## config.mk

```make
export PLATFORM = sky130hd
export DESIGN_NAME = mhsb_merge
export DESIGN_NICKNAME = d
export VERILOG_FILES = /design/src/sv/minhash_signature_builder_macros.svh /design/src/sv/mhsb_pkg.sv /design/src/sv/mhsb_merge.sv
export SDC_FILE = /design/constraint.sdc
export NUM_CORES = 1
export LEC_CHECK = 0
export ABC_AREA = 1
export BUFFER_PORTS_ARGS = -buffer_cell sky130_fd_sc_hd__buf_2
export CAP_MARGIN = 25
export CORE_AREA = 2 2 113 115
export DETAILED_ROUTE_END_ITERATION = 8
export DIE_AREA = 0 0 115 117
export PLACE_DENSITY = 0.61
export SYNTH_ARGS = -nofsm -noshare
export SYNTH_HDL_FRONTEND = slang
export SYNTH_SLANG_ARGS = --single-unit
```

## constraint.sdc

```tcl
create_clock -name vclk -period 2.37
set_input_delay 0.3555 -clock vclk [all_inputs]
set_output_delay 0.3555 -clock vclk [all_outputs]
set_load 0.02 [all_outputs]
```

## src/sv/minhash_signature_builder_macros.svh

```systemverilog
// Assertion macros shared by the signature builder RTL.
`ifndef MINHASH_SIGNATURE_BUILDER_MACROS_SVH
`define MINHASH_SIGNATURE_BUILDER_MACROS_SVH

`ifndef NO_ASSERTIONS
// Check a property outside reset.
`define MHSB_ASSERT(lbl, clk, rst_n, prop, msg) \
    lbl: assert property (@(posedge clk) disable iff (!rst_n) prop) else $error(msg);
// Check a property at every edge, reset included.
`define MHSB_ASSERT_ALWAYS(lbl, clk, prop, msg) \
    lbl: assert property (@(posedge clk) prop) else $error(msg);
`else
`define MHSB_ASSERT(lbl, clk, rst_n, prop, msg)
`define MHSB_ASSERT_ALWAYS(lbl, clk, prop, msg)
`endif

`endif

```

## src/sv/mhsb_pkg.sv

```systemverilog
// Shared types and constants of the MinHash signature builder.
package mhsb_pkg;

    localparam int CMD_W   = 2;
    localparam int SIG_W   = 8;
    localparam int VALUE_W = 17;
    localparam int MASK_W  = 16;
    localparam int COL_W   = 4;

    // Empty entry marker, all ones over the value width
    localparam logic [VALUE_W-1:0] SENTINEL = '1;

    typedef enum logic [CMD_W-1:0] {
        CMD_UPDATE = 2'd0,
        CMD_READ   = 2'd1,
        CMD_CLEAR  = 2'd2
    } t_cmd;

    // Control broadcast to every column lane
    typedef struct packed {
        logic               rd_en;
        logic               wr_en;
        logic               fresh;
        logic [SIG_W-1:0]   slot;
        logic [VALUE_W-1:0] rank;
        logic [MASK_W-1:0]  mask;
    } t_lane_ctrl;

endpackage

```

## src/sv/mhsb_merge.sv

```systemverilog
// Merge stage: pick the requested column from the lanes and mark empty entries.
module mhsb_merge #(
    parameter int NUM_COLUMNS = 16
) (
    input  logic [mhsb_pkg::VALUE_W-1:0] i_lane_data [NUM_COLUMNS],
    input  logic [mhsb_pkg::COL_W-1:0]   i_col,
    input  logic                         i_force_empty,
    output logic [mhsb_pkg::VALUE_W-1:0] o_value,
    output logic                         o_empty
);
    import mhsb_pkg::*;

    logic [VALUE_W-1:0] sel;

    always_comb begin
        sel = SENTINEL;
        for (int k = 0; k < NUM_COLUMNS; k++) begin
            if (int'(i_col) == k) begin
                sel = i_lane_data[k];
            end
        end
    end

    assign o_value = i_force_empty ? SENTINEL : sel;
    assign o_empty = (o_value == SENTINEL);

endmodule

```

==> impl_metrics.env, run 1 <==
export IMPL_status="finished, violations left"
export IMPL_violations="negative setup slack"
export IMPL_via_per_inst=4.631
export IMPL_grt_max_degree=24
export IMPL_synth_area_um2=2716
export IMPL_multi_input_area_um2=2634
export IMPL_nClkBuffers=0
export IMPL_synthTopCellsByArea="or2_2 (24%), nand2_1 (17%), nor2_1 (17%)"
export IMPL_fin_crit_sh_pct=121.0
export IMPL_grt_pass1_vias=4592
export IMPL_antenna_found_initial=0
export IMPL_drt_pass1_iterations=5
export IMPL_syn_num_nets=838
export IMPL_critPathBufInv=3
export IMPL_worst_ep_arrival_time_ps=2510
export IMPL_grt_pass1_wl_um=23710
export IMPL_cpPeakStageDelay_ps=260
export IMPL_seq_area_um2=0
export IMPL_drv_cap=0
export IMPL_gp_congestion=0.9595
export IMPL_maxSlewHeadroom_pct=69.34
export IMPL_n_antenna_cell=0
export IMPL_synth_avg_cell_area_um2=4.842
export IMPL_nets=1191
export IMPL_ir_drop_mv=0.07451
export IMPL_drv_slew=0
export IMPL_gr_usage_all_layers_pct=22.81
export IMPL_stdcell_area_um2=5340
export IMPL_crit_top_cell="nand4_1"
export IMPL_finalCriticalPeriod_ps=2868
export IMPL_synth_common_cells="nand2_1 (125), nor2_1 (121), or2_2 (103)"
export IMPL_setup_ws_ps=-497.8
export IMPL_cpMaxStageDelayCell="nor3_2"
export IMPL_synth_top_area_share_pct=23.72
export IMPL_cts_hold_buf=0
export IMPL_seq_area_frac_synth_pct=0
export IMPL_worstSetupPathType="input pin to primary output"
export IMPL_hp_class="input pin to primary output"
export IMPL_core_area_um2=12310
export IMPL_boundaryPins=295
export IMPL_rows=41
export IMPL_setup_violations=14
export IMPL_drc=0
export IMPL_cp_end_kind="primary output"
export IMPL_max_freq_mhz=348.7
export IMPL_vias=4918
export IMPL_ys_types=26
export IMPL_die_x_um=115
export IMPL_worstPathCellList="buf_6 > inv_4 > nor2_4 > nand2_2 > or2_2 > nand4_1 > nor3_2 > nand4_1 > nor2_2 > nand4_1 > nand2_2 > nand2_1 > nor2_1 > nand2_1 > nor3_4 > buf_6"
export IMPL_die_area_um2=13460
export IMPL_hold_violations=0
export IMPL_yosysMostFrequentCell="nand2_1"
export IMPL_seq_cells=0
export IMPL_yosysTopAreaCell="or2_2"
export IMPL_syn_inst=561
export IMPL_critPathMaxFanout=7
export IMPL_start_util_pct=22.06
export IMPL_routedWlPerCell_um=15.87
export IMPL_port_buffers=295
export IMPL_critPathRequiredTime_ps=2010
export IMPL_grt_overflow=0
export IMPL_fillers=1390
export IMPL_drive_gt1_share_pct=58.33
export IMPL_yosysWarnings=0
export IMPL_ant_nets=0
export IMPL_final_util_pct=43.37
export IMPL_area_growth_pct=96.59
export IMPL_crit_path_start_kind="input pin"
export IMPL_dpl_hpwl_um=14140
export IMPL_placed_cell_area_um2=4853
export IMPL_route_final_wire_length_um=16850
export IMPL_worst_pin_slew_ps=459.4
export IMPL_critPathTopFamily="simple AND/OR/NAND/NOR gates"
export IMPL_drtIter0Drc=232
export IMPL_rsz0062_at_grt="true"
export IMPL_power_density_nw_per_um2=162.0
export IMPL_total_leakage_power_nw=2.847
export IMPL_die_h_um=117
export IMPL_finalPower_mw=0.8653
stage by stage:
step / worst slack [ps] / hold slack [ps] / setup TNS (ps) / std cells
final: -497.8 / 1071 / -2517 / 1062
after CTS: -453.1 / 1073 / -2665 / 1059
after global placement: -605.3 / 1088 / -4465 / 1045
after floorplan: 7.740 / 889.5 / 0 / 561
after detailed placement: -626.0 / 1073 / -4758 / 1045
after global routing: -671.1 / 1093 / -4649 / 1062
what timing repair did:
item | in CTS | in global routing
gates resized for setup | 55 | 41
gates cloned | 3 | 0
endpoints found under the setup margin | 18 | 18
pin swaps | 25 | 19
setup buffers | 11 | 3
cells in the final DEF, fill, tap and decap left out, types with 2 or more instances in the layout:
master,count
buf_2,284
nor2_1,112
nand2_1,109
or2_2,103
buf_4,57
nand4_1,43
inv_1,33
nand3_1,20
nand3b_1,19
buf_6,19
a21oi_1,17
nand2_2,14
buf_12,10
nor2_2,8
o21ai_0,8
nor2_4,7
or2_0,7
inv_4,5
inv_2,5
nand3_2,5
or2_1,5
nand2_4,3
nor3_2,3
buf_8,3
nand3_4,2
nor3_1,2
layout make-up:
class              count  area share, %
inverters             44          3.327
multi-input cells    494          49.32
well taps            150          3.515
repair buffers       374          43.84
path summary, 6_finish.rpt:
kind / startpoint / cells past startpoint / end / slack, ps
setup / recovery: i_col[2] / 16 / o_empty / -500
hold / removal: i_lane_data[2] / 4 / o_value[2] / 1070
power by group:
part / leakage (nW) / internal, mW / total [mW] / switching, mW
Combinational: 2.85 / 0.434 / 0.865 / 0.431
Clock: 0 / 0 / 0 / 0
Sequential: 0 / 0 / 0 / 0
Total: 2.85 / 0.434 / 0.865 / 0.431
logic make-up (layout without fill, tap and decap cells):
| kind of cell | Yosys count | count (layout) | share of synthesized area, % |
|---|---|---|---|
| buffers and inverters | 67 | 418 | 10.46 |
| AOI/OAI and AO/OA | 30 | 30 | 5.804 |
| and+or+nand+nor | 464 | 464 | 83.74 |
metal layers:
metal	track usage (%)	wire length (um)	vias to the layer above
met3	2.575	1322	28
met4	6.827	466	0
met2	41.76	8258	254
met1	28.09	6802	2136
li1	-	-	2500
met5	0	0	-
Power figures use the tool's default switching activity.
==> run 2, diff against run 1 <==
--- a/config.mk
+++ b/config.mk
@@ -5,13 +5,13 @@
 export SDC_FILE = /design/constraint.sdc
 export NUM_CORES = 1
 export LEC_CHECK = 0
-export ABC_AREA = 1
+export ABC_AREA = 0
 export BUFFER_PORTS_ARGS = -buffer_cell sky130_fd_sc_hd__buf_2
 export CAP_MARGIN = 25
-export CORE_AREA = 2 2 113 115
+export CORE_MARGIN = 2
+export CORE_UTILIZATION = 24
 export DETAILED_ROUTE_END_ITERATION = 8
-export DIE_AREA = 0 0 115 117
-export PLACE_DENSITY = 0.61
+export PLACE_DENSITY = 0.63
 export SYNTH_ARGS = -nofsm -noshare
 export SYNTH_HDL_FRONTEND = slang
 export SYNTH_SLANG_ARGS = --single-unit
==> run 2 against run 1 <==
The run still ends with negative setup slack left. Critical path depth down 7. First-iteration DRC count increased by 56%. Fmax up 7.4%. Largest cell class unchanged. Utilization grew 4.6 points. Highest routed layer unchanged. Non-clock buffer count grew 46. Worst hold slack better by 53 ps.
==> impl_metrics.env, run 2 <==
export IMPL_status="finished, violations left"
export IMPL_violations="negative setup slack"
export IMPL_synthTopCellsByArea="mux4_2 (14%), mux2i_1 (13%), o21ai_0 (4.5%)"
export IMPL_critPathMaxFanout=6
export IMPL_ant_nets=0
export IMPL_layout_commonest_cell="buf_2"
export IMPL_yosysTopAreaCell="mux4_2"
export IMPL_synth_top_family_by_area="compound AO/OA/AOI/OAI gates"
export IMPL_vias=4834
export IMPL_synthAdderAreaFrac_pct=0
export IMPL_fillers=1261
export IMPL_synth_simple_area_share_pct=19.53
export IMPL_via_per_inst=5.347
export IMPL_boundaryPins=295
export IMPL_stdcell_area_um2=5710
export IMPL_drv_slew=0
export IMPL_cts_hold_buf=0
export IMPL_drc=0
export IMPL_worstSetupPathType="input pin to primary output"
export IMPL_top_layer_used="met4"
export IMPL_route_final_wire_length_um=18350
export IMPL_pre_cts_slack_ps=-619.1
export IMPL_dr_wl_met2_um=9303
export IMPL_yosysWarnings=0
export IMPL_mostFrequentLayoutCells="buf_2 (287), buf_4 (106), mux2i_1 (36)"
export IMPL_routedWlPerCell_um=20.30
export IMPL_gp_congestion=0.8588
export IMPL_seq_area_um2=0
export IMPL_muxShareOfSynthArea_pct=30.29
export IMPL_max_freq_mhz=374.6
export IMPL_drtIter0Drc=363
export IMPL_drive_gt1_share_pct=65.87
export IMPL_placed_cell_area_um2=5206
export IMPL_finalCriticalPeriod_ps=2669
export IMPL_min_delay_start="i_lane_data[3]"
export IMPL_port_buffers=295
export IMPL_core_area_um2=11910
export IMPL_syn_inst=376
export IMPL_total_leakage_power_nw=2.848
export IMPL_seq_area_frac_synth_pct=0
export IMPL_cp_startpoint="i_col[0]"
export IMPL_area_growth_pct=97.23
export IMPL_dpl_hpwl_um=15350
export IMPL_synth_avg_cell_area_um2=7.700
export IMPL_grt_pass1_vias=4925
export IMPL_nClkBuffers=0
export IMPL_nets=1035
export IMPL_critPathRequiredTime_ps=2010
export IMPL_cp_end_kind="primary output"
export IMPL_synth_common_cells="mux2i_1 (37), nor2_1 (32), o21ai_0 (26)"
export IMPL_setup_ws_ps=-299.4
export IMPL_die_x_um=113.8
export IMPL_rsz0062_at_grt="true"
export IMPL_hp_class="input pin to primary output"
export IMPL_met3_length_um=1432
export IMPL_maxSlewHeadroom_pct=68.27
export IMPL_yosysMostFrequentCell="mux2i_1"
export IMPL_drv_cap=0
export IMPL_synth_compound_area_share_pct=38.03
export IMPL_ys_types=61
export IMPL_worst_pin_slew_ps=476.0
export IMPL_grt_overflow=0
export IMPL_synth_xor_area_share_pct=0
export IMPL_grt_pass1_wl_um=26850
export IMPL_fin_crit_sh_pct=112.6
export IMPL_seq_cells=0
export IMPL_synth_area_um2=2895
export IMPL_drt_pass1_iterations=5
export IMPL_synth_top_area_share_pct=14.00
export IMPL_gr_usage_all_layers_pct=26.62
export IMPL_drt_met1_wl_um=7345
export IMPL_die_h_um=113.8
export IMPL_power_density_nw_per_um2=196.7
export IMPL_start_util_pct=24.31
export IMPL_die_area_um2=12960
export IMPL_grt_max_degree=17
export IMPL_worst_ep_arrival_time_ps=2310
export IMPL_antenna_found_initial=0
export IMPL_hold_violations=0
export IMPL_setup_violations=3
export IMPL_rows=40
export IMPL_crit_path_start_kind="input pin"
export IMPL_finalPower_mw=1.123
export IMPL_syn_num_nets=653
export IMPL_ir_drop_mv=0.08318
==> run 2: cell types whose count changed after synthesis, sizes merged, moves of 14 or more <==
cell	previous run	this run
buf	9	31
nand2	127	20
nor2b	0	18
nand3	27	2
inv	43	13
nand4	43	3
mux4	0	18
nand3b	19	4
o21ai	10	27
a221oi	0	14
mux2i	0	37
or2	115	1
nor2	127	32
==> run 2: worst paths after layout <==
path / endpoint / depth (start not counted)
min: o_value[3] / 4
max: o_empty / 9
==> run 2: timing repair <==
action                                 CTS  global route
resized for setup                       57            32
endpoints found under the hold margin    0             0
cloned                                   4             0
setup endpoints to repair               15            10
pin swaps                               23            25
setup buffers                           11             3
==> run 2: worst max-delay path: stages <==
cell and delay [ps]:
buf_16 120, mux4_2 340, inv_2 30, mux4_2 480
o21ai_4 140, and3_4 190, nand4b_1 150, nor4_4 310
buf_4 190
==> run 2: cells by family after synthesis <==
family,count (synthesis)
buffers and inverters,53
AND/OR/NAND/NOR,108
multiplexers,64
AO/OA/AOI/OAI,151
==> run 2: area by class of cell <==
cell class	count	area [um^2]	share of cell area, %
repair buffers	420	2668	46.71
diodes	1	2.502	0.04382
inverters	13	55.05	0.9641
multi-input cells	323	2801	49.06
well taps	147	183.9	3.221
==> run 2: where the power goes <==
group	total, mW	internal [mW]	leakage [nW]	switching (mW)
sequential	0	0	0	0
combinational	1.12	0.608	2.85	0.515
clock	0.0000000564	0.0000000564	0.00000634	0
total	1.12	0.608	2.85	0.515
==> run 2: through the flow <==
stage	hold slack [ps]	setup TNS [ps]	util [%]	cells
5_1_grt	1145	-682.2	47.92	903
4_1_cts	1122	-532.8	46.99	903
3_3_place_gp	1110	-2795	43.71	888
2_1_floorplan	847.7	-301.4	-	376
3_5_place_dp	1114	-2797	43.71	888
6_report	1124	-320.6	47.94	904
==> run 2: per-layer routing <==
metal	GRT usage [%]	up-vias
met1	33.80	2270
met4	3.171	0
met3	2.763	22
met5	0	-
met2	49.90	265
li1	-	2277
==> run 3, diff against run 2 <==
--- a/config.mk
+++ b/config.mk
@@ -5,13 +5,13 @@
 export SDC_FILE = /design/constraint.sdc
 export NUM_CORES = 1
 export LEC_CHECK = 0
-export ABC_AREA = 0
+export ABC_AREA = 1
 export BUFFER_PORTS_ARGS = -buffer_cell sky130_fd_sc_hd__buf_2
 export CAP_MARGIN = 25
-export CORE_MARGIN = 2
-export CORE_UTILIZATION = 24
+export CORE_AREA = 2 2 115 117
 export DETAILED_ROUTE_END_ITERATION = 8
-export PLACE_DENSITY = 0.63
+export DIE_AREA = 0 0 117 119
+export PLACE_DENSITY = 0.59
 export SYNTH_ARGS = -nofsm -noshare
 export SYNTH_HDL_FRONTEND = slang
 export SYNTH_SLANG_ARGS = --single-unit
==> run 3 against run 2 <==
The flow still finishes with violations (negative setup slack). Critical path depth is 11 higher. Critical endpoint unchanged. Setup slack worse by 150 ps. Cell area is 2.2% lower. Utilization is 4.6 points lower. Wire length is 7.1% lower. Global-route usage is 4.2 points lower. Via count is 2.2% higher. Count of clock-buffer cells in the layout stayed put. Fmax is 5.3% lower.
==> impl_metrics.env, run 3 (synthesis gave the netlist of run 1 again) <==
export IMPL_stdcell_area_um2=5585
export IMPL_gp_congestion=0.8798
export IMPL_grt_max_degree=34
export IMPL_dp_cells=1069
export IMPL_grt_overflow=0
export IMPL_final_util_pct=43.38
export IMPL_die_h_um=119
export IMPL_gr_usage_all_layers_pct=22.38
export IMPL_ant_nets=0
export IMPL_max_freq_mhz=354.7
export IMPL_instances_no_fill=1090
export IMPL_drv_slew=0
export IMPL_vias=4941
export IMPL_worst_ep_arrival_time_ps=2460
export IMPL_cp_startpoint="i_col[2]"
export IMPL_die_area_um2=13920
export IMPL_area_growth_pct=105.6
export IMPL_drv_cap=0
export IMPL_layout_commonest_cell="buf_2"
export IMPL_status="finished, violations left"
export IMPL_drive_gt1_share_pct=61.23
export IMPL_start_util_pct=21.10
export IMPL_rows=42
export IMPL_crit_path_start_kind="input pin"
export IMPL_port_buffers=295
export IMPL_placed_cell_area_um2=4871
export IMPL_hold_violations=0
export IMPL_rsz0062_at_grt="true"
export IMPL_via_per_inst=4.533
export IMPL_finalCriticalPeriod_ps=2819
export IMPL_cp_end_kind="primary output"
export IMPL_mostFrequentLayoutCells="buf_2 (275), nor2_1 (104), or2_2 (94)"
export IMPL_drt_pass1_iterations=7
export IMPL_core_area_um2=12870
export IMPL_min_delay_start="i_lane_data[10]"
export IMPL_critPathMaxFanout=5
export IMPL_grt_pass1_vias=4746
export IMPL_drtIter0Drc=205
export IMPL_maxSlewHeadroom_pct=74.32
export IMPL_antenna_found_initial=1
export IMPL_die_x_um=117
export IMPL_boundaryPins=295
export IMPL_violations="negative setup slack"
export IMPL_nets=1192
export IMPL_seq_area_um2=0
export IMPL_nClkBuffers=0
export IMPL_route_final_wire_length_um=17050
export IMPL_fin_crit_sh_pct=118.9
export IMPL_worstSetupPathType="input pin to primary output"
export IMPL_critPathRequiredTime_ps=2010
export IMPL_seq_cells=0
export IMPL_setup_ws_ps=-449.1
export IMPL_setup_violations=15
export IMPL_dpl_hpwl_um=14240
export IMPL_drc=0
export IMPL_routedWlPerCell_um=15.64
export IMPL_worst_pin_slew_ps=384.8
export IMPL_hp_class="input pin to primary output"
export IMPL_grt_pass1_wl_um=24210
==> run 3: changes by cell type in the layout (fill, tap and decap cells not counted), sizes merged, moves of 18 or more <==
cell   previous run  this run
or2               1       115
nand2            20       127
nor2             32       127
buf             419       375
nand4             3        43
mux2i            37         0
inv              12        42
nand3             2        27
mux4             18         0
nor2b            18         0
==> run 3: path summary, 6_finish.rpt <==
check / endpoint / slack, ps / depth (start not counted)
max: o_empty / -450 / 20
min: o_value[10] / 1060 / 4
==> run 3: timing repair <==
action	4_1_cts	5_1_grt
endpoints found under the setup margin	18	18
resized for setup	91	87
hold buffers	0	0
buffers inserted	8	15
endpoints found under the hold margin	0	0
cloned	1	1
pin swaps	21	49
==> run 3: layout make-up <==
type | count | area, um^2
Fill cell | 1412 | 7289
Multi-Input combinational cell | 494 | 2710
Timing Repair Buffer | 375 | 2452
Tap cell | 176 | 220.2
Inverter | 44 | 200.2
Antenna cell | 1 | 2.502
==> run 3: metal layers <==
| metal | track usage, % | wire, um | vias to the layer above |
|---|---|---|---|
| li1 | - | - | 2496 |
| met1 | 26.55 | 6581 | 2163 |
| met2 | 41.69 | 8542 | 260 |
| met3 | 2.952 | 1545 | 22 |
| met4 | 5.441 | 382 | 0 |
| met5 | 0 | 0 | - |
==> run 3: worst max-delay path, stage by stage <==
cell,delay (ps)
buf_12,120
inv_8,50
nand2_4,60
nor2_4,170
buf_6,160
nand2_1,50
nand2_1,60
nand2_1,50
nand2_1,50
nand4_1,230
nor2_1,170
nand4_1,120
nand2_2,100
nand3_2,80
nand2_2,90
nand2_2,70
nor2_4,90
nand2_2,70
nor3_4,170
buf_6,140
==> run 3: metrics by stage <==
| stage | setup TNS, ps | hold WS, ps | worst slack [ps] |
|---|---|---|---|
| 2_1_floorplan | 0 | 889.5 | 7.740 |
| 3_3_place_gp | -3809 | 1087 | -546.6 |
| 3_5_place_dp | -3677 | 1079 | -549.6 |
| 4_1_cts | -1173 | 1073 | -373.1 |
| 5_1_grt | -3478 | 1080 | -548.7 |
| 6_report | -1569 | 1057 | -449.1 |
